**src/sv/wsa_pkg.sv**
```systemverilog
// Shared types, constants and tables for the window sum/average accumulator.
// No dependencies; every other file of the block imports this package.
package wsa_pkg;

	localparam int DEPTH_DEFAULT = 256;
	localparam int VAL_W = 64;
	localparam int MAX_SCALE = 18;

	// Configuration register indexes.
	localparam logic [1:0] CFG_AVERAGE  = 2'd0;
	localparam logic [1:0] CFG_DISTINCT = 2'd1;
	localparam logic [1:0] CFG_SIGNED   = 2'd2;
	localparam logic [1:0] CFG_SCALE    = 2'd3;

	// Status codes.
	localparam logic [1:0] ST_OK       = 2'd0;
	localparam logic [1:0] ST_SUM_OVF  = 2'd1;
	localparam logic [1:0] ST_AVG_OVF  = 2'd2;
	localparam logic [1:0] ST_FULL     = 2'd3;

	// Search transaction that travels down the row of distinct cells.
	typedef struct packed {
		logic             vld;
		logic             hit;
		logic [VAL_W-1:0] val;
	} tok_t;

	// Powers of ten for scaling the average.
	function automatic logic [63:0] pow10(input logic [4:0] sc);
		logic [63:0] p;
		p = 64'd1;
		case (sc)
			5'd0: p = 64'd1;
			5'd1: p = 64'd10;
			5'd2: p = 64'd100;
			5'd3: p = 64'd1000;
			5'd4: p = 64'd10000;
			5'd5: p = 64'd100000;
			5'd6: p = 64'd1000000;
			5'd7: p = 64'd10000000;
			5'd8: p = 64'd100000000;
			5'd9: p = 64'd1000000000;
			5'd10: p = 64'd10000000000;
			5'd11: p = 64'd100000000000;
			5'd12: p = 64'd1000000000000;
			5'd13: p = 64'd10000000000000;
			5'd14: p = 64'd100000000000000;
			5'd15: p = 64'd1000000000000000;
			5'd16: p = 64'd10000000000000000;
			5'd17: p = 64'd100000000000000000;
			default: p = 64'd1000000000000000000;
		endcase
		return p;
	endfunction

endpackage

```
**src/sv/wsa_avg.sv**
```systemverilog
// Scaled average unit: 64x64 multiply in 32-bit partial products, then a
// one-bit-per-cycle 128/64 restoring division and round half away from zero.
// Depends on wsa_pkg.
module wsa_avg
	import wsa_pkg::*;
(
	input  logic         clk,
	input  logic         arst_n,
	input  logic         start,
	input  logic [63:0]  mag,
	input  logic [63:0]  mult,
	input  logic [63:0]  divisor,
	output logic         done,
	output logic [127:0] quo
);

	typedef enum logic [1:0] {A_IDLE, A_MUL, A_DIV, A_RND} avg_st_t;

	avg_st_t      state_q;
	logic [2:0]   k_q;
	logic [6:0]   cnt_q;
	logic [63:0]  prod_s1;
	logic [1:0]   sh_s1;
	logic [127:0] acc_q;
	logic [63:0]  rem_q;
	logic [127:0] quo_q;
	logic         done_q;
	logic [31:0]  a_part, b_part;
	logic [127:0] acc_next;
	logic [64:0]  rem_sh;
	logic         ge;
	logic [63:0]  rem_sub;
	logic         up;

	// Partial product operands picked by the step count.
	assign a_part = k_q[1] ? mag[63:32] : mag[31:0];
	assign b_part = k_q[0] ? mult[63:32] : mult[31:0];
	assign acc_next = acc_q + ({64'd0, prod_s1} << (7'd32 * {5'd0, sh_s1}));

	// Restoring division step.
	assign rem_sh = {rem_q, acc_q[127]};
	assign ge = rem_sh >= {1'b0, divisor};
	assign rem_sub = rem_sh[63:0] - divisor;
	assign up = rem_q >= (divisor - rem_q);

	always_ff @(posedge clk) begin
		prod_s1 <= {32'd0, a_part} * {32'd0, b_part};
		sh_s1 <= {1'b0, k_q[1]} + {1'b0, k_q[0]};
	end

	always_ff @(posedge clk or negedge arst_n) begin
		if (!arst_n) begin
			state_q <= A_IDLE;
			k_q <= 3'd0;
			cnt_q <= 7'd0;
			done_q <= 1'b0;
		end else begin
			done_q <= 1'b0;
			unique case (state_q)
				A_IDLE: begin
					if (start) begin
						state_q <= A_MUL;
						k_q <= 3'd0;
					end
				end
				A_MUL: begin
					k_q <= k_q + 3'd1;
					if (k_q == 3'd4) begin
						state_q <= A_DIV;
						cnt_q <= 7'd0;
					end
				end
				A_DIV: begin
					cnt_q <= cnt_q + 7'd1;
					if (cnt_q == 7'd127) begin
						state_q <= A_RND;
					end
				end
				A_RND: begin
					done_q <= 1'b1;
					state_q <= A_IDLE;
				end
				default: state_q <= A_IDLE;
			endcase
		end
	end

	// Datapath registers of the multiply and divide.
	always_ff @(posedge clk) begin
		case (state_q)
			A_IDLE: begin
				acc_q <= 128'd0;
				rem_q <= 64'd0;
			end
			A_MUL: begin
				if (k_q != 3'd0) begin
					acc_q <= acc_next;
				end
			end
			A_DIV: begin
				rem_q <= ge ? rem_sub : rem_sh[63:0];
				acc_q <= {acc_q[126:0], ge};
			end
			A_RND: begin
				quo_q <= acc_q + {127'd0, up};
			end
			default: begin
			end
		endcase
	end

	assign done = done_q;
	assign quo = quo_q;

endmodule
```
**config.mk**
```make
export PLATFORM = sky130hd
export DESIGN_NAME = wsa_avg
export DESIGN_NICKNAME = d
export VERILOG_FILES = /design/src/sv/wsa_pkg.sv /design/src/sv/wsa_avg.sv
export SDC_FILE = /design/constraint.sdc
export NUM_CORES = 2
export LEC_CHECK = 0
export BUFFER_PORTS_ARGS = -buffer_cell sky130_fd_sc_hd__buf_4
export CAP_MARGIN = 20
export CORE_ASPECT_RATIO = 2
export CORE_MARGIN = 2
export CORE_UTILIZATION = 41
export CTS_BUF_LIST = sky130_fd_sc_hd__clkbuf_8
export CTS_CLUSTER_SIZE = 28
export DETAILED_ROUTE_END_ITERATION = 12
export HOLD_SLACK_MARGIN = 0.03
export SLEW_MARGIN = 15
export SYNTH_ARGS = -nofsm -noshare
export SYNTH_HDL_FRONTEND = slang
export SYNTH_SLANG_ARGS = --single-unit
```
**constraint.sdc**
```tcl
create_clock -name clk -period 13.62 [get_ports clk]
set_clock_uncertainty 0.15 [all_clocks]
set_input_delay 0 -clock clk [delete_from_list [all_inputs] [get_ports clk]]
set_output_delay 0 -clock clk [all_outputs]
set_load 0.01 [all_outputs]
```
==> impl_results.rst <==
.. list-table::
   :header-rows: 1

   * - Metric
     - Value
   * - Largest net degree at the start of global routing
     - 70
   * - Area Overhead vs Synth
     - 10.2%
   * - Clock network latency to the later pin of the worst-skew pair
     - roughly 760 ps
   * - Final hold violations
     - 0
   * - First-pass GRT wire length
     - between 400,000 and 500,000 µm
   * - Share of the synthesized area in the top cell type
     - between 20% and 30%
   * - Critical Setup Path Class
     - reg -> reg
   * - ANT nets after route
     - 0
   * - Die Span Y
     - between 500 and 600 µm
   * - Post-route non-filler standard cell count
     - 10,300
   * - Die Width
     - slightly below 300 µm
   * - Yosys Warn Count
     - 0
   * - First drt pass iteration count
     - 5
   * - Worst Setup End Kind
     - flip-flop
   * - Max Cap Violations
     - 0
   * - WHS Endpoint
     - rem_q[55]
   * - Most frequent cell after synthesis
     - sky130_fd_sc_hd__inv_1
   * - Post-Place Cells
     - 10,200
   * - CTS tree
     - yes
   * - RePlAce Congestion
     - roughly 1
   * - Tmin final
     - 10,770 ps
   * - Number of global-route vias before repair
     - roughly 65,000
   * - Final slew viol count
     - 0
   * - Reg2reg end
     - prod_s1[62]
   * - Most used cell, CP
     - sky130_fd_sc_hd__fa_1
   * - Port buffer count
     - 323
   * - Post-synth EDFFs
     - between 300 and 400
   * - Post-Synth Adder-Cell Area
     - a little under two fifths
   * - Setup crit start kind
     - flip-flop
   * - Clock transition time at the flip-flop clock pins of the worst setup and hold paths
     - ~80 ps
   * - Cell Area, Synth
     - a little under 70,000 µm²
   * - Cell area after placement
     - 73,000 µm²
   * - Register area
     - ~11,000 µm²
   * - Total detailed-routing wirelength
     - slightly below 300,000 µm
   * - Library cell contributing the largest single delay on the critical path
     - sky130_fd_sc_hd__dfrtp_4
   * - Final HPWL DP
     - approximately 230,000 µm
   * - Portion of netlist area occupied by mux cells
     - 2.46%
   * - Commonest cells in the netlist
     - 1,117 x sky130_fd_sc_hd__inv_1, 951 x sky130_fd_sc_hd__nand2_1, 899 x sky130_fd_sc_hd__fa_1, 878 x sky130_fd_sc_hd__nor2_1, 590 x sky130_fd_sc_hd__ha_1
   * - Unrepaired setup endpoints after global routing
     - no
   * - DRC viols
     - 0
   * - Min-Delay Path Depth
     - 7
   * - Worst min-delay path class
     - in -> reg
   * - Detailed Route Iter0 Violations
     - 3,877
   * - Syn nets
     - ~9,600
   * - Highest clock frequency the design can meet
     - between 0.09 and 0.1 GHz
   * - Compound-cell area share of the yosys netlist
     - a little over an eighth
   * - Critical Path Fanout Max
     - 34
   * - Area enclosed by the die boundary
     - 170,000 µm²
   * - Mean area per synthesized cell
     - approximately 8.6 µm²
   * - Final Instance Area
     - around 75,000 µm²
   * - Placement Rows
     - about 210
   * - Net count reported at finish
     - ~9,900
   * - Post-CTS resize count
     - 0
   * - Total number of H-tree levels
     - 2
   * - Leading register cell type out of synthesis
     - sky130_fd_sc_hd__edfxtp_1
   * - Setup fix buffers added after clock tree synthesis
     - 0
   * - CORE AREA
     - about 170,000 µm²
   * - #FFs+latches synth
     - 399
   * - Post-synthesis simple-gate area fraction
     - 16.7%
   * - CTS Sinks
     - approximately 400
   * - CP peak stage delay
     - 830 ps
   * - Ratio of final minimum period to clock period
     - 79.1%
   * - Slew Limit Headroom
     - 23.9%
   * - Via density per instance
     - 5.82
   * - Initial antenna violation count
     - 8
   * - Largest family of logic cells by synthesized area
     - adder cells
   * - CTS Hold Buffers Added
     - between 80 and 90
   * - Critical register-to-register path startpoint
     - k_q[1]
   * - Hold Crit Start
     - divisor[54]
   * - TritonCTS Buffers
     - 55
   * - Total via count in the routed design
     - approximately 60,000
   * - Max Buffers Root-to-Sink
     - 3
   * - Multi-input combinational cell area
     - 51,600 µm²
   * - Overall track demand over capacity in global routing
     - 33.7%
   * - Layout cells sized above 1
     - under 10%
   * - Portion of the post-synthesis area used by sequential elements
     - approximately 17%
   * - Data arrival time of the critical path
     - around 11,000 ps
   * - Ranking of synthesized cells by area
     - sky130_fd_sc_hd__fa_1 26%, sky130_fd_sc_hd__edfxtp_1 14%, sky130_fd_sc_hd__ha_1 11%
   * - Cell count after synthesis
     - approximately 8,000
   * - Number of distinct library cells after synthesis
     - between 80 and 90
   * - CP required
     - 14,150 ps
   * - Number of cell instances on the worst register-to-register path
     - 29
   * - Number of inserted filler cells in the final layout
     - 16,400
   * - Post-synthesis share of cell area spent on xor and xnor gates
     - 5.42%
   * - Number of top-level pins
     - between 300 and 400
   * - Ys async rst share
     - about 3.3%
   * - Endpoints failing setup
     - 0
   * - Mean routed wirelength per cell
     - approximately 28 µm
   * - Outcome
     - complete, no violations
   * - Sum Neg Setup Slack
     - 0 ps
   * - Library cell with the largest summed area after synthesis
     - sky130_fd_sc_hd__fa_1
   * - Starting Density
     - roughly 41%
   * - Grt total ovfl
     - 0
   * - Cell chosen for the clock root
     - sky130_fd_sc_hd__clkbuf_8
   * - Reg-to-reg setup timing slack
     - 2850 ps
   * - Transition time of the tightest slew-check pin
     - 1140 ps
layer usage:
layer	vias to the layer above	wire, µm	track usage, %
met1	29700	89600	31.1
met2	2620	148000	61.8
li1	26700	-	-
met5	-	46	0
met3	1179	15900	4.75
met4	6	35300	33.3
placed cells by master, fill, tap and decap left out, types with 21 or more instances in the layout:
cell,instances
sky130_fd_sc_hd__or2_2,23
sky130_fd_sc_hd__and4_1,27
sky130_fd_sc_hd__xnor2_1,275
sky130_fd_sc_hd__o211ai_1,28
sky130_fd_sc_hd__a31oi_1,35
sky130_fd_sc_hd__a211oi_1,44
sky130_fd_sc_hd__edfxtp_1,320
sky130_fd_sc_hd__a21oi_1,466
sky130_fd_sc_hd__xor2_1,147
sky130_fd_sc_hd__ha_1,587
sky130_fd_sc_hd__and3_1,61
sky130_fd_sc_hd__o21ai_0,292
sky130_fd_sc_hd__nor2b_1,105
sky130_fd_sc_hd__nor3_1,64
sky130_fd_sc_hd__fa_1,899
sky130_fd_sc_hd__nand3_1,109
sky130_fd_sc_hd__nand2b_1,37
sky130_fd_sc_hd__mux2_2,55
sky130_fd_sc_hd__a22o_1,35
sky130_fd_sc_hd__buf_4,430
sky130_fd_sc_hd__a21o_1,209
sky130_fd_sc_hd__dlygate4sd3_1,83
sky130_fd_sc_hd__inv_1,1127
sky130_fd_sc_hd__nand4_1,138
sky130_fd_sc_hd__dfxtp_1,64
sky130_fd_sc_hd__a21boi_0,21
sky130_fd_sc_hd__or3_1,21
sky130_fd_sc_hd__o21a_1,43
sky130_fd_sc_hd__mux2i_2,37
sky130_fd_sc_hd__and2_1,71
sky130_fd_sc_hd__nand2_1,949
sky130_fd_sc_hd__a22oi_1,46
sky130_fd_sc_hd__nor2_1,878
sky130_fd_sc_hd__clkbuf_8,58
sky130_fd_sc_hd__mux2i_1,54
sky130_fd_sc_hd__o21bai_1,81
kinds of logic (layout without fill, tap and decap cells):
kind of cell / after synthesis / in the layout
other: 0 / 4
muxes: 160 / 160
AOI/OAI and AO/OA: 1454 / 1454
and+or+nand+nor: 2553 / 2553
xor gates and xnor gates: 422 / 422
buffers and inverters: 1479 / 1737
adders and majority gates: 1489 / 1489
DFF: 399 / 399
critical path, delay by kind of cell (launching register included):
| kind | cells | cell delay (ps) |
|---|---|---|
| adder cells (fa/ha/maj) | 9 | 4300 |
| AO/OA/AOI/OAI | 7 | 2520 |
| buffers and inverters | 8 | 1840 |
| flip-flops | 1 | 830 |
| AND/OR/NAND/NOR | 3 | 650 |
| multiplexers | 1 | 250 |
| XOR/XNOR | 1 | 150 |
registers in the layout (all words and copies together), names as in the netlist:
register	cells
quo	128
k_q	3
rem_q	64
state_q	2
cnt_q	7
prod_s1	64
acc_q	128
done	1
sh_s1	2
final cells by class:
class | count | share of cell area [%]
Antenna cell | 4 | 0.0133
Clock buffer | 58 | 1.06
Clock inverter | 46 | 0.613
Inverter | 1119 | 5.59
Multi-Input combinational cell | 6078 | 68.7
Sequential cell | 399 | 15.0
Tap cell | 2130 | 3.55
Timing Repair Buffer | 514 | 5.43
how the worst max path moves through the flow:
stage	start	end	slack, ps	depth (start not counted)
after floorplan	k_q[1]	prod_s1[63]	4770	31
after global placement	k_q[1]	prod_s1[62]	3130	27
after detailed placement	k_q[1]	prod_s1[62]	2980	27
after CTS	k_q[1]	prod_s1[62]	2900	29
after global routing	k_q[1]	prod_s1[62]	2580	29
final	k_q[1]	prod_s1[62]	2850	29
metrics by stage:
stage               hold slack (ps)  utilization (%)  setup slack [ps]
floorplan                      -446                -              4770
global placement               -263             44.2              3130
detailed placement             -263             44.2              2980
CTS                            37.5             45.4              2900
global route                    110             45.4              2580
finish                         74.2             45.5              2850
Power is left out: the tool's default activity adds up to more than one toggle a clock period on the data nets, which glitch-free logic cannot reach.
