File: config.mk
export PLATFORM = sky130hd
export DESIGN_NAME = wsa_cell
export DESIGN_NICKNAME = d
export VERILOG_FILES = /design/src/sv/wsa_pkg.sv /design/src/sv/wsa_cell.sv
export SDC_FILE = /design/constraint.sdc
export NUM_CORES = 1
export LEC_CHECK = 0
export BUFFER_PORTS_ARGS = -buffer_cell sky130_fd_sc_hd__buf_2
export CORE_ASPECT_RATIO = 1.75
export CORE_MARGIN = 5
export CORE_UTILIZATION = 31
export CTS_CLUSTER_SIZE = 24
export DETAILED_ROUTE_END_ITERATION = 10
export GPL_TIMING_DRIVEN = 0
export HOLD_SLACK_MARGIN = 0.12
export PLACE_DENSITY = 0.7
export SYNTH_ARGS = -nofsm -noshare
export SYNTH_HDL_FRONTEND = slang
export SYNTH_SLANG_ARGS = --single-unit
File: constraint.sdc
create_clock -name clk -period 2.1 [get_ports clk]
set_input_delay 0.42 -clock clk [delete_from_list [all_inputs] [get_ports clk]]
set_output_delay 0.42 -clock clk [all_outputs]
set_load 0.02 [all_outputs]
File: src/sv/wsa_pkg.sv
// Shared types, constants and tables for the window sum/average accumulator.
// No dependencies; every other file of the block imports this package.
package wsa_pkg;

	localparam int DEPTH_DEFAULT = 256;
	localparam int VAL_W = 64;
	localparam int MAX_SCALE = 18;

	// Configuration register indexes.
	localparam logic [1:0] CFG_AVERAGE  = 2'd0;
	localparam logic [1:0] CFG_DISTINCT = 2'd1;
	localparam logic [1:0] CFG_SIGNED   = 2'd2;
	localparam logic [1:0] CFG_SCALE    = 2'd3;

	// Status codes.
	localparam logic [1:0] ST_OK       = 2'd0;
	localparam logic [1:0] ST_SUM_OVF  = 2'd1;
	localparam logic [1:0] ST_AVG_OVF  = 2'd2;
	localparam logic [1:0] ST_FULL     = 2'd3;

	// Search transaction that travels down the row of distinct cells.
	typedef struct packed {
		logic             vld;
		logic             hit;
		logic [VAL_W-1:0] val;
	} tok_t;

	// Powers of ten for scaling the average.
	function automatic logic [63:0] pow10(input logic [4:0] sc);
		logic [63:0] p;
		p = 64'd1;
		case (sc)
			5'd0: p = 64'd1;
			5'd1: p = 64'd10;
			5'd2: p = 64'd100;
			5'd3: p = 64'd1000;
			5'd4: p = 64'd10000;
			5'd5: p = 64'd100000;
			5'd6: p = 64'd1000000;
			5'd7: p = 64'd10000000;
			5'd8: p = 64'd100000000;
			5'd9: p = 64'd1000000000;
			5'd10: p = 64'd10000000000;
			5'd11: p = 64'd100000000000;
			5'd12: p = 64'd1000000000000;
			5'd13: p = 64'd10000000000000;
			5'd14: p = 64'd100000000000000;
			5'd15: p = 64'd1000000000000000;
			5'd16: p = 64'd10000000000000000;
			5'd17: p = 64'd100000000000000000;
			default: p = 64'd1000000000000000000;
		endcase
		return p;
	endfunction

endpackage

File: src/sv/wsa_cell.sv
// One cell of the distinct store: holds one entry and checks a passing search.
// Depends on wsa_pkg for the search transaction type.
module wsa_cell
	import wsa_pkg::*;
#(
	parameter int IDX = 0,
	parameter int FW = 9
) (
	input  logic             clk,
	input  logic             arst_n,
	input  tok_t             tok_in,
	input  logic [FW-1:0]    fill,
	input  logic             wr_en,
	input  logic [VAL_W-1:0] wr_data,
	output tok_t             tok_out
);

	logic [VAL_W-1:0] entry_q;
	logic             vld_q;
	logic             hit_q;
	logic [VAL_W-1:0] val_q;
	logic             live;

	assign live = FW'(IDX) < fill;

	// The entry is written when the fill count points at this cell.
	always_ff @(posedge clk) begin
		if (wr_en && fill == FW'(IDX)) begin
			entry_q <= wr_data;
		end
	end

	// Pass the search on, marking a hit on a live matching entry.
	always_ff @(posedge clk or negedge arst_n) begin
		if (!arst_n) begin
			vld_q <= 1'b0;
			hit_q <= 1'b0;
		end else begin
			vld_q <= tok_in.vld;
			hit_q <= tok_in.hit | (tok_in.vld && live && entry_q == tok_in.val);
		end
	end

	always_ff @(posedge clk) begin
		val_q <= tok_in.val;
	end

	assign tok_out = {vld_q, hit_q, val_q};

endmodule

==> flow_metrics.py, run 1 <==
metrics = {
    "placed_design": {
        "dp_hpwl_microns": 8283,
        "place.gp.congestion": 0.8152,
        "io_buffers": 207,
        "place_inst": 626,
        "place_area_sq_mm": 0.005426,
    },
    "timing": {
        "setup_viol": 0,
        "max_freq_mhz": 534.3,
        "rsz0062_at_grt": "no",
        "slew_headroom": 0.6147,
        "fin_tns_setup_ns": 0,
        "max_slew.worst_pin.slew_ns": 0.5766,
        "slew_violations": 0,
        "min_period_ns": 1.872,
        "min_period_over_period": 0.8913,
        "fin_skew_ns": 0.007274,
        "hold_viol": 0,
    },
    "setup_path": {
        "crit_required_ns": 2.43,
        "rrSetupSlack_ns": 0.23,
        "cp-end-kind": "register",
        "reg2reg_from": "entry_q[7]$_DFFE_PP_",
        "crit_fanout": 1,
        "cp.arrival_ns": 2.20,
        "path_class": "register to register",
        "cp-start-kind": "register",
        "crit_start": "entry_q[7]$_DFFE_PP_",
    },
    "final_layout": {
        "nets": 617,
        "area_growth_syn_to_layout_pct": 46.67,
        "postLayoutCellArea_sq_mm": 0.006016,
        "drive_above_1_share": 0.4939,
        "fin_cells": 659,
        "fillCellCount": 1239,
        "diodes": 0,
    },
    "synthesis": {
        "synthArstFlopShare": 0.01538,
        "synthesis.area_sq_mm": 0.004101,
        "syn_avg_cell_area_sq_um": 16.67,
        "ys.flop_type": "edfxtp_1",
        "synth_commonest_cells": "64 x dfxtp_1, 64 x edfxtp_1, 31 x xor2_1",
        "synth_edf_count": 64,
        "synth_cell_type_count": 26,
        "synth_area_leader_cell": "edfxtp_1",
        "synth_area_leaders": "edfxtp_1 47%, dfxtp_1 31%, xor2_1 6.6%",
        "yosysWarnings": 0,
        "synth_cells": 246,
        "syn_nets": 388,
        "synth-seq-cells": 130,
        "yosysTopAreaCellShare": 0.4686,
        "seq_area_frac_synth": 0.7932,
    },
    "floorplanning": {
        "fp.dieH_microns": 162.2,
        "die_w_microns": 96.95,
        "rows": 55,
        "start_util": 0.3170,
        "io_pins": 208,
        "dieArea_sq_mm": 0.01572,
        "coreArea_sq_mm": 0.01294,
    },
    "worst_hold_path": {
        "worstHoldStart": "tok_in[4]",
        "hold_path.class": "primary input to register",
    },
    "routing": {
        "drc": 0,
        "vias": 2751,
        "drt-pass1-iter-count": 4,
        "drt-initial-drc-count": 66,
        "viasPerCell": 4.175,
        "wl_microns": 10090,
        "top_layer_used": "met5",
        "wl_met3_microns": 987,
        "met1_length_microns": 3435,
        "ant_nets": 0,
        "wl_met2_microns": 5479,
        "wire_per_inst_microns": 15.31,
    },
    "power": {
        "leakagePower_uw": 0.002593,
        "p_per_area_mw_per_mm2": 994.5,
        "peakVddDrop_v": 0.0005195,
    },
    "grt": {
        "grt_pass1_wl_microns": 15410,
        "grt_util_all_layers": 0.1287,
        "antenna_found_initial": 2,
        "grt_pass1_vias": 3055,
        "grt_max_degree": 28,
        "overflow": 0,
    },
    "clocking": {
        "clock_latency_ns": 0.39,
        "htreeDepth": 4,
        "clk_pin_slew_ns": 0.05,
        "cts_setup_buffers": 0,
        "cts_num_sinks": 130,
        "clk_path_buf_depth": 2,
        "numCtsBuffers": 17,
        "cts_tree": "built",
        "root_buffer": "clkbuf_16",
    },
    "run": {
        "max-cap-violations": 0,
    },
    "status": {
        "run_status": "complete, no violations",
    },
}
-- kinds of logic (layout without fill, tap and decap cells) --
kind of cell,after synthesis,count (layout),synth area share
AND/OR/NAND/NOR,42,42,0.06284
XOR/XNOR,46,46,0.09823
AO/OA/AOI/OAI,13,13,0.03020
flip-flops,130,130,0.7932
buffers and inverters,15,257,0.01556
-- power by group --
group / total [uW] / switching (uW) / internal [uW]
logic: 387 / 208 / 179
registers: 2740 / 15.4 / 2730
clock network: 2850 / 972 / 1880
-- cell usage in the layout (no fill, tap or decap), types with 2 or more instances in the layout --
cell type,synthesis,layout
o2111a_1,4,4
clkbuf_16,0,18
nand4_1,7,7
dfrtp_1,2,2
nor4_1,7,6
nor3_1,3,3
inv_1,13,13
nand2b_1,12,12
xor2_1,31,31
clkbuf_8,0,2
clkbuf_1,0,7
buf_2,0,207
clkinv_2,0,3
nor2b_1,6,6
dfxtp_1,64,64
buf_4,2,2
bufinv_16,0,2
xnor2_1,15,15
edfxtp_1,64,64
a221oi_1,3,3
-- what timing repair did --
item	in CTS	in global routing
endpoints found under the hold margin	2	0
hold buffers	1	0
setup endpoints to repair	0	0
gates resized for setup	0	0
-- final timing paths --
path	to	cells past startpoint
max	hit_q$_DFF_PN0_	5
min	val_q[4]$_DFF_P_	1
max reg2reg	hit_q$_DFF_PN0_	5
min reg2reg	hit_q$_DFF_PN0_	4
max in group asynchronous	hit_q$_DFF_PN0_	2
min in group asynchronous	vld_q$_DFF_PN0_	2
-- critical path, cell delays in order, from the launching register on --
cell and delay (ns):
edfxtp_1 0.40, xor2_1 0.16, nor4_1 0.43, nand4_1 0.21, nor4_2 0.38, a41o_1 0.22
-- flip-flops by register name, summed over array words and instances (netlist names) --
| signal | count |
|---|---|
| entry_q | 64 |
| val_q | 64 |
| hit_q | 1 |
| vld_q | 1 |
-- metal layers --
layer,GRT usage,vias to the layer above
li1,-,1341
met1,0.1215,1268
met2,0.2299,125
met3,0.07048,13
met4,0.05240,4
met5,0,-
-- metrics by stage --
step	hold WS, ns	utilization	setup WS (ns)	power, uW
CTS	0.1270	0.4650	0.06299	6074
detailed placement	0.2079	0.4194	-0.1675	3189
finish	0.1472	0.4650	0.2283	5982
global route	0.1233	0.4650	0.07687	6251
global placement	0.2055	0.4158	-0.6826	3178
floorplan	0.1244	-	-0.08415	2947
-- cell type report --
cell class	instances	area, sq um	area share
repair buffers	210	1094	0.1818
clock buffers	27	504.2	0.08382
well taps	171	214.0	0.03557
multi-input cells	101	812.0	0.1350
plain buffers	2	15.01	0.002496
flip-flops and latches	130	3253	0.5408
clock inverters	5	75.07	0.01248
inverters	13	48.80	0.008111
Note: power is estimated with default switching activity, not from simulation.
==> run 2, diff against run 1 <==
CORE_UTILIZATION = 45   (was 31)
PLACE_DENSITY = 0.91   (was 0.7)
==> run 2 against run 1 <==
Against the previous run:
- flip-flop and latch count unchanged
- sequential share of layout area down 1.6 points
- clock skew up 0.0017 ns
- count of clock-buffer cells in the layout down 10
- total power up 8.5%
- final area up 3.0%
- register-to-register slack better by 0.04 ns
- maximum frequency down 7.9%
- largest power group unchanged
- highest routed layer is now met4
==> flow_metrics.py, run 2 (synthesized netlist as in run 1, its figures left out) <==
metrics = {
    "timing": {
        "hold_viol": 0,
        "min_period_over_period": 0.9673,
        "max_slew.worst_pin.slew_ns": 0.8327,
        "rsz0062_at_grt": "no",
        "slew_headroom": 0.4435,
        "max_freq_mhz": 492.3,
        "fin_tns_setup_ns": 0,
        "slew_violations": 0,
        "min_period_ns": 2.031,
        "fin_skew_ns": 0.008943,
        "setup_viol": 0,
    },
    "setup_path": {
        "path_class": "primary input to register",
        "cp-end-kind": "register",
        "crit_required_ns": 2.44,
        "crit_fanout": 2,
        "rrSetupSlack_ns": 0.27,
        "cp.arrival_ns": 2.37,
        "cp-start-kind": "primary input",
    },
    "floorplanning": {
        "dieArea_sq_mm": 0.01120,
        "rows": 46,
        "fp.dieH_microns": 136.3,
        "die_w_microns": 82.17,
        "io_pins": 208,
        "start_util": 0.4568,
        "coreArea_sq_mm": 0.008979,
    },
    "final_layout": {
        "area_growth_syn_to_layout_pct": 51.13,
        "drive_above_1_share": 0.4980,
        "layout_commonest_cell": "buf_2",
        "reg_top3": "entry_q x64, val_q x64",
        "final_util": 0.6904,
        "fillCellCount": 658,
        "fin_cells": 622,
        "nets": 631,
        "diodes": 0,
        "most-common-layout-cells": "207 x buf_2, 64 x edfxtp_1, 64 x dfxtp_1, 31 x xor2_1, 17 x clkbuf_16",
    },
    "grt": {
        "grt_pass1_vias": 3212,
        "grt_max_degree": 38,
        "grt_util_all_layers": 0.1953,
        "grt_pass1_wl_microns": 15400,
        "antenna_found_initial": 0,
        "overflow": 0,
    },
    "placed_design": {
        "io_buffers": 207,
        "place.gp.congestion": 0.8118,
        "dp_hpwl_microns": 8106,
        "place_inst": 574,
    },
    "clocking": {
        "clk_pin_slew_ns": 0.06,
        "clock_latency_ns": 0.41,
        "cts_num_sinks": 130,
        "cts_tree": "built",
        "cts_setup_buffers": 0,
        "clk_path_buf_depth": 2,
        "numCtsBuffers": 17,
        "root_buffer": "clkbuf_16",
        "htreeDepth": 4,
    },
    "routing": {
        "wl_microns": 10800,
        "drc": 0,
        "vias": 2934,
        "viasPerCell": 4.717,
        "wire_per_inst_microns": 17.37,
        "drt-initial-drc-count": 87,
        "drt-pass1-iter-count": 5,
        "ant_nets": 0,
    },
    "run": {
        "max-cap-violations": 0,
    },
    "power": {
        "p_sw_frac": 0.2039,
        "clkPwrFrac": 0.513,
        "p_switching_uw": 1324,
        "p_int_uw": 5170,
        "leakagePower_uw": 0.002718,
        "peakVddDrop_v": 0.0008640,
        "power_frac_comb": 0.065,
        "p_per_area_mw_per_mm2": 1048,
        "pwr-share-seq": 0.423,
    },
    "worst_hold_path": {
        "hold_path.class": "primary input to register",
    },
    "status": {
        "run_status": "complete, no violations",
    },
}
## run 2: cell count changes in the layout (fill, tap and decap cells not counted), sizes merged
cell	change
inv	+5
clkinv	+1
bufinv	+4
buf	-1
dlygate4sd3	+15
clkbuf	-10
## run 2: power by group through the flow
stage | combinational [uW] | sequential, uW | clock, uW
2_1_floorplan | 62.9 | 2880 | 0
3_3_place_gp | 380 | 2790 | 0
3_5_place_dp | 393 | 2800 | 0
4_1_cts | 421 | 2740 | 3400
5_1_grt | 451 | 2750 | 3510
6_report | 421 | 2740 | 3330
## run 2: metrics by stage
step | hold slack [ns] | setup slack [ns] | instance area (sq um) | power, uW
2_1_floorplan | 0.1244 | -0.08415 | 4129 | 2947
5_1_grt | 0.1208 | 0.01605 | 6198 | 6715
4_1_cts | 0.1201 | 0.01169 | 6172 | 6568
3_5_place_dp | 0.2063 | -0.2129 | 5335 | 3191
3_3_place_gp | 0.2045 | -0.5840 | 5315 | 3174
6_report | 0.1384 | 0.06877 | 6198 | 6494
## run 2: layer usage
metal | GRT usage | vias up | routed length [microns]
li1 | - | 1366 | -
met1 | 0.1654 | 1358 | 3166
met2 | 0.3542 | 170 | 6274
met3 | 0.07493 | 40 | 898
met4 | 0.1359 | 0 | 463
met5 | 0 | - | 0
## run 2: area by class of cell
class / count / area [sq um] / area share
repair buffers: 224 / 1216 / 0.1962
plain buffers: 2 / 15.01 / 0.002422
multi-input cells: 101 / 838.3 / 0.1352
inverters: 13 / 48.80 / 0.007872
flip-flops and latches: 130 / 3253 / 0.5248
clock buffers: 17 / 425.4 / 0.06863
well taps: 120 / 150.1 / 0.02422
clock inverters: 15 / 251.5 / 0.04057
## run 2: worst max-delay path: stages
cell and delay (ns):
dlygate4sd3_1 0.55, buf_2 0.14, xnor2_2 0.15, nand2_2 0.06, or4_4 0.54, nor4_4 0.28
a41o_1 0.23
## run 2: timing repair
action	4_1_cts	5_1_grt
endpoints found under the hold margin	17	0
setup endpoints to repair	0	1
gates resized for setup	0	5
hold buffers	16	0
## run 2: path summary, 6_finish.rpt
| check | startpoint | to | cells past startpoint |
|---|---|---|---|
| worst max-delay path | tok_in[6] | hit_q$_DFF_PN0_ | 7 |
| worst min-delay path | tok_in[30] | val_q[30]$_DFF_P_ | 1 |
| worst max register to register | entry_q[0]$_DFFE_PP_ | hit_q$_DFF_PN0_ | 5 |
| worst min register to register | entry_q[41]$_DFFE_PP_ | hit_q$_DFF_PN0_ | 3 |
| max in group asynchronous | arst_n | vld_q$_DFF_PN0_ | 2 |
| min in group asynchronous | arst_n | hit_q$_DFF_PN0_ | 2 |
==> run 3, diff against run 2 <==
CAP_MARGIN = 10   (was default)
CORE_UTILIZATION = 48   (was 45)
PLACE_DENSITY = 0.95   (was 0.91)
clock period = 2.45 ns   (was 2.1 ns; I/O delays follow)
==> run 3 against run 2 <==
Against the previous run:
- combinational power fell by 21%
- cell count fell by 3.1%
- routed wire length fell by 5.1%
- critical endpoint is now entry_q[13]$_DFFE_PP_
- sequential power fell by 14%
- final area fell by 4.5%
- first-iteration DRC count rose by 11%
- die area fell by 5.6%
- utilization rose by 2.2 points
- critical path depth fell by 2
- sequential share of layout area rose by 2.5 points
==> flow_metrics.py, run 3 (synthesized netlist as in run 1, its figures left out) <==
metrics = {
    "status": {
        "run_status": "complete, no violations",
    },
    "timing": {
        "fin_skew_ns": 0.005791,
        "max_slew.worst_pin.slew_ns": 0.9035,
        "rsz0062_at_grt": "no",
        "holdWs_ns": 0.2090,
        "setup_ws_ns": 0.4702,
        "max_freq_mhz": 505.1,
        "setup_viol": 0,
        "slew_violations": 0,
        "min_period_ns": 1.980,
        "slew_headroom": 0.3962,
        "min_period_over_period": 0.8081,
        "hold_viol": 0,
    },
    "run": {
        "max-cap-violations": 0,
    },
    "power": {
        "finalPower_uw": 5211,
        "peakVddDrop_v": 0.0006455,
        "p_per_area_mw_per_mm2": 880.1,
        "leakagePower_uw": 0.002576,
    },
    "grt": {
        "overflow": 0,
        "grt_pass1_wl_microns": 15350,
        "grt_util_all_layers": 0.1987,
        "grt_pass1_vias": 3205,
        "grt_max_degree": 35,
        "antenna_found_initial": 1,
    },
    "setup_path": {
        "cp-end-kind": "register",
        "cp-start-kind": "primary input",
        "crit_fanout": 34,
        "crit_required_ns": 2.54,
        "path_class": "primary input to register",
        "cp.arrival_ns": 2.07,
    },
    "clocking": {
        "root_buffer": "clkbuf_16",
        "cts_setup_buffers": 0,
        "htreeDepth": 4,
        "clk_pin_slew_ns": 0.05,
        "post_cts_resized": 0,
        "clock_latency_ns": 0.40,
        "ctsHoldBuffers": 1,
        "cts_tree": "built",
        "cts_num_sinks": 130,
        "clk_path_buf_depth": 2,
        "numCtsBuffers": 17,
    },
    "floorplanning": {
        "die_w_microns": 79.88,
        "start_util": 0.4934,
        "rows": 44,
        "dieArea_sq_mm": 0.01057,
        "coreArea_sq_mm": 0.008313,
        "fp.dieH_microns": 132.3,
        "io_pins": 208,
    },
    "routing": {
        "wl_microns": 10250,
        "drt-pass1-iter-count": 4,
        "viasPerCell": 4.705,
        "ant_nets": 0,
        "drc": 0,
        "wire_per_inst_microns": 17.00,
        "drt-initial-drc-count": 97,
        "vias": 2837,
    },
    "final_layout": {
        "most-common-layout-cells": "207 x buf_2, 64 x edfxtp_1, 64 x dfxtp_1, 31 x xor2_1, 17 x clkbuf_16",
        "final_util": 0.7122,
        "layout_commonest_cell": "buf_2",
        "reg_top3": "entry_q x64, val_q x64",
        "area_growth_syn_to_layout_pct": 44.36,
        "drive_above_1_share": 0.4887,
        "nets": 616,
    },
    "worst_hold_path": {
        "hold_path.class": "primary input to register",
    },
    "placed_design": {
        "dpl_worst_slack_ns": 0.02944,
        "place.gp.congestion": 0.7722,
        "io_buffers": 207,
        "dp_hpwl_microns": 8162,
    },
}
[run 3: final timing paths]
path | from | endpoint | slack (ns) | cells after the start
setup / recovery | fill[0] | entry_q[13]$_DFFE_PP_ | 0.47 | 5
hold reg to reg | entry_q[43]$_DFFE_PP_ | hit_q$_DFF_PN0_ | 0.76 | 4
max in group asynchronous | arst_n | hit_q$_DFF_PN0_ | 1.93 | 2
hold / removal | tok_in[33] | val_q[33]$_DFF_P_ | 0.21 | 1
setup reg to reg | entry_q[0]$_DFFE_PP_ | hit_q$_DFF_PN0_ | 0.71 | 5
min in group asynchronous | arst_n | vld_q$_DFF_PN0_ | 0.41 | 2
[run 3: through the flow]
stage	area [sq um]	std cells	TNS, ns
2_1_floorplan	4109	246	0
3_3_place_gp	5289	568	-21.15
3_5_place_dp	5309	569	0
4_1_cts	5918	602	0
5_1_grt	5921	603	0
6_report	5921	603	0
[run 3: layout make-up]
type | instances | area (sq um)
Antenna cell | 1 | 2.502
Inverter | 13 | 48.80
Tap cell | 115 | 143.9
Clock inverter | 13 | 166.4
Sequential cell | 130 | 3253
Buffer | 2 | 15.01
Timing Repair Buffer | 209 | 1066
Multi-Input combinational cell | 101 | 792.0
Fill cell | 544 | 2392
Clock buffer | 19 | 432.9
[run 3: power by group]
part           internal [uW]  total, uW  switching [uW]
registers               2340       2350            14.3
clock network           1680       2520             843
logic                    153        334             181
total                   4170       5210            1040
[run 3: critical path: stages]
cell	delay [ns]
buf_2	0.11
nor4_1	0.24
nand3_1	0.18
nor2_4	0.72
buf_12	0.30
[run 3: per-layer routing]
| layer | vias to the layer above | routed length (microns) | global-route usage |
|---|---|---|---|
| li1 | 1334 | - | - |
| met1 | 1310 | 3311 | 0.1803 |
| met2 | 159 | 5726 | 0.3623 |
| met3 | 34 | 767 | 0.07114 |
| met4 | 0 | 449 | 0.1184 |
| met5 | - | 0 | 0 |
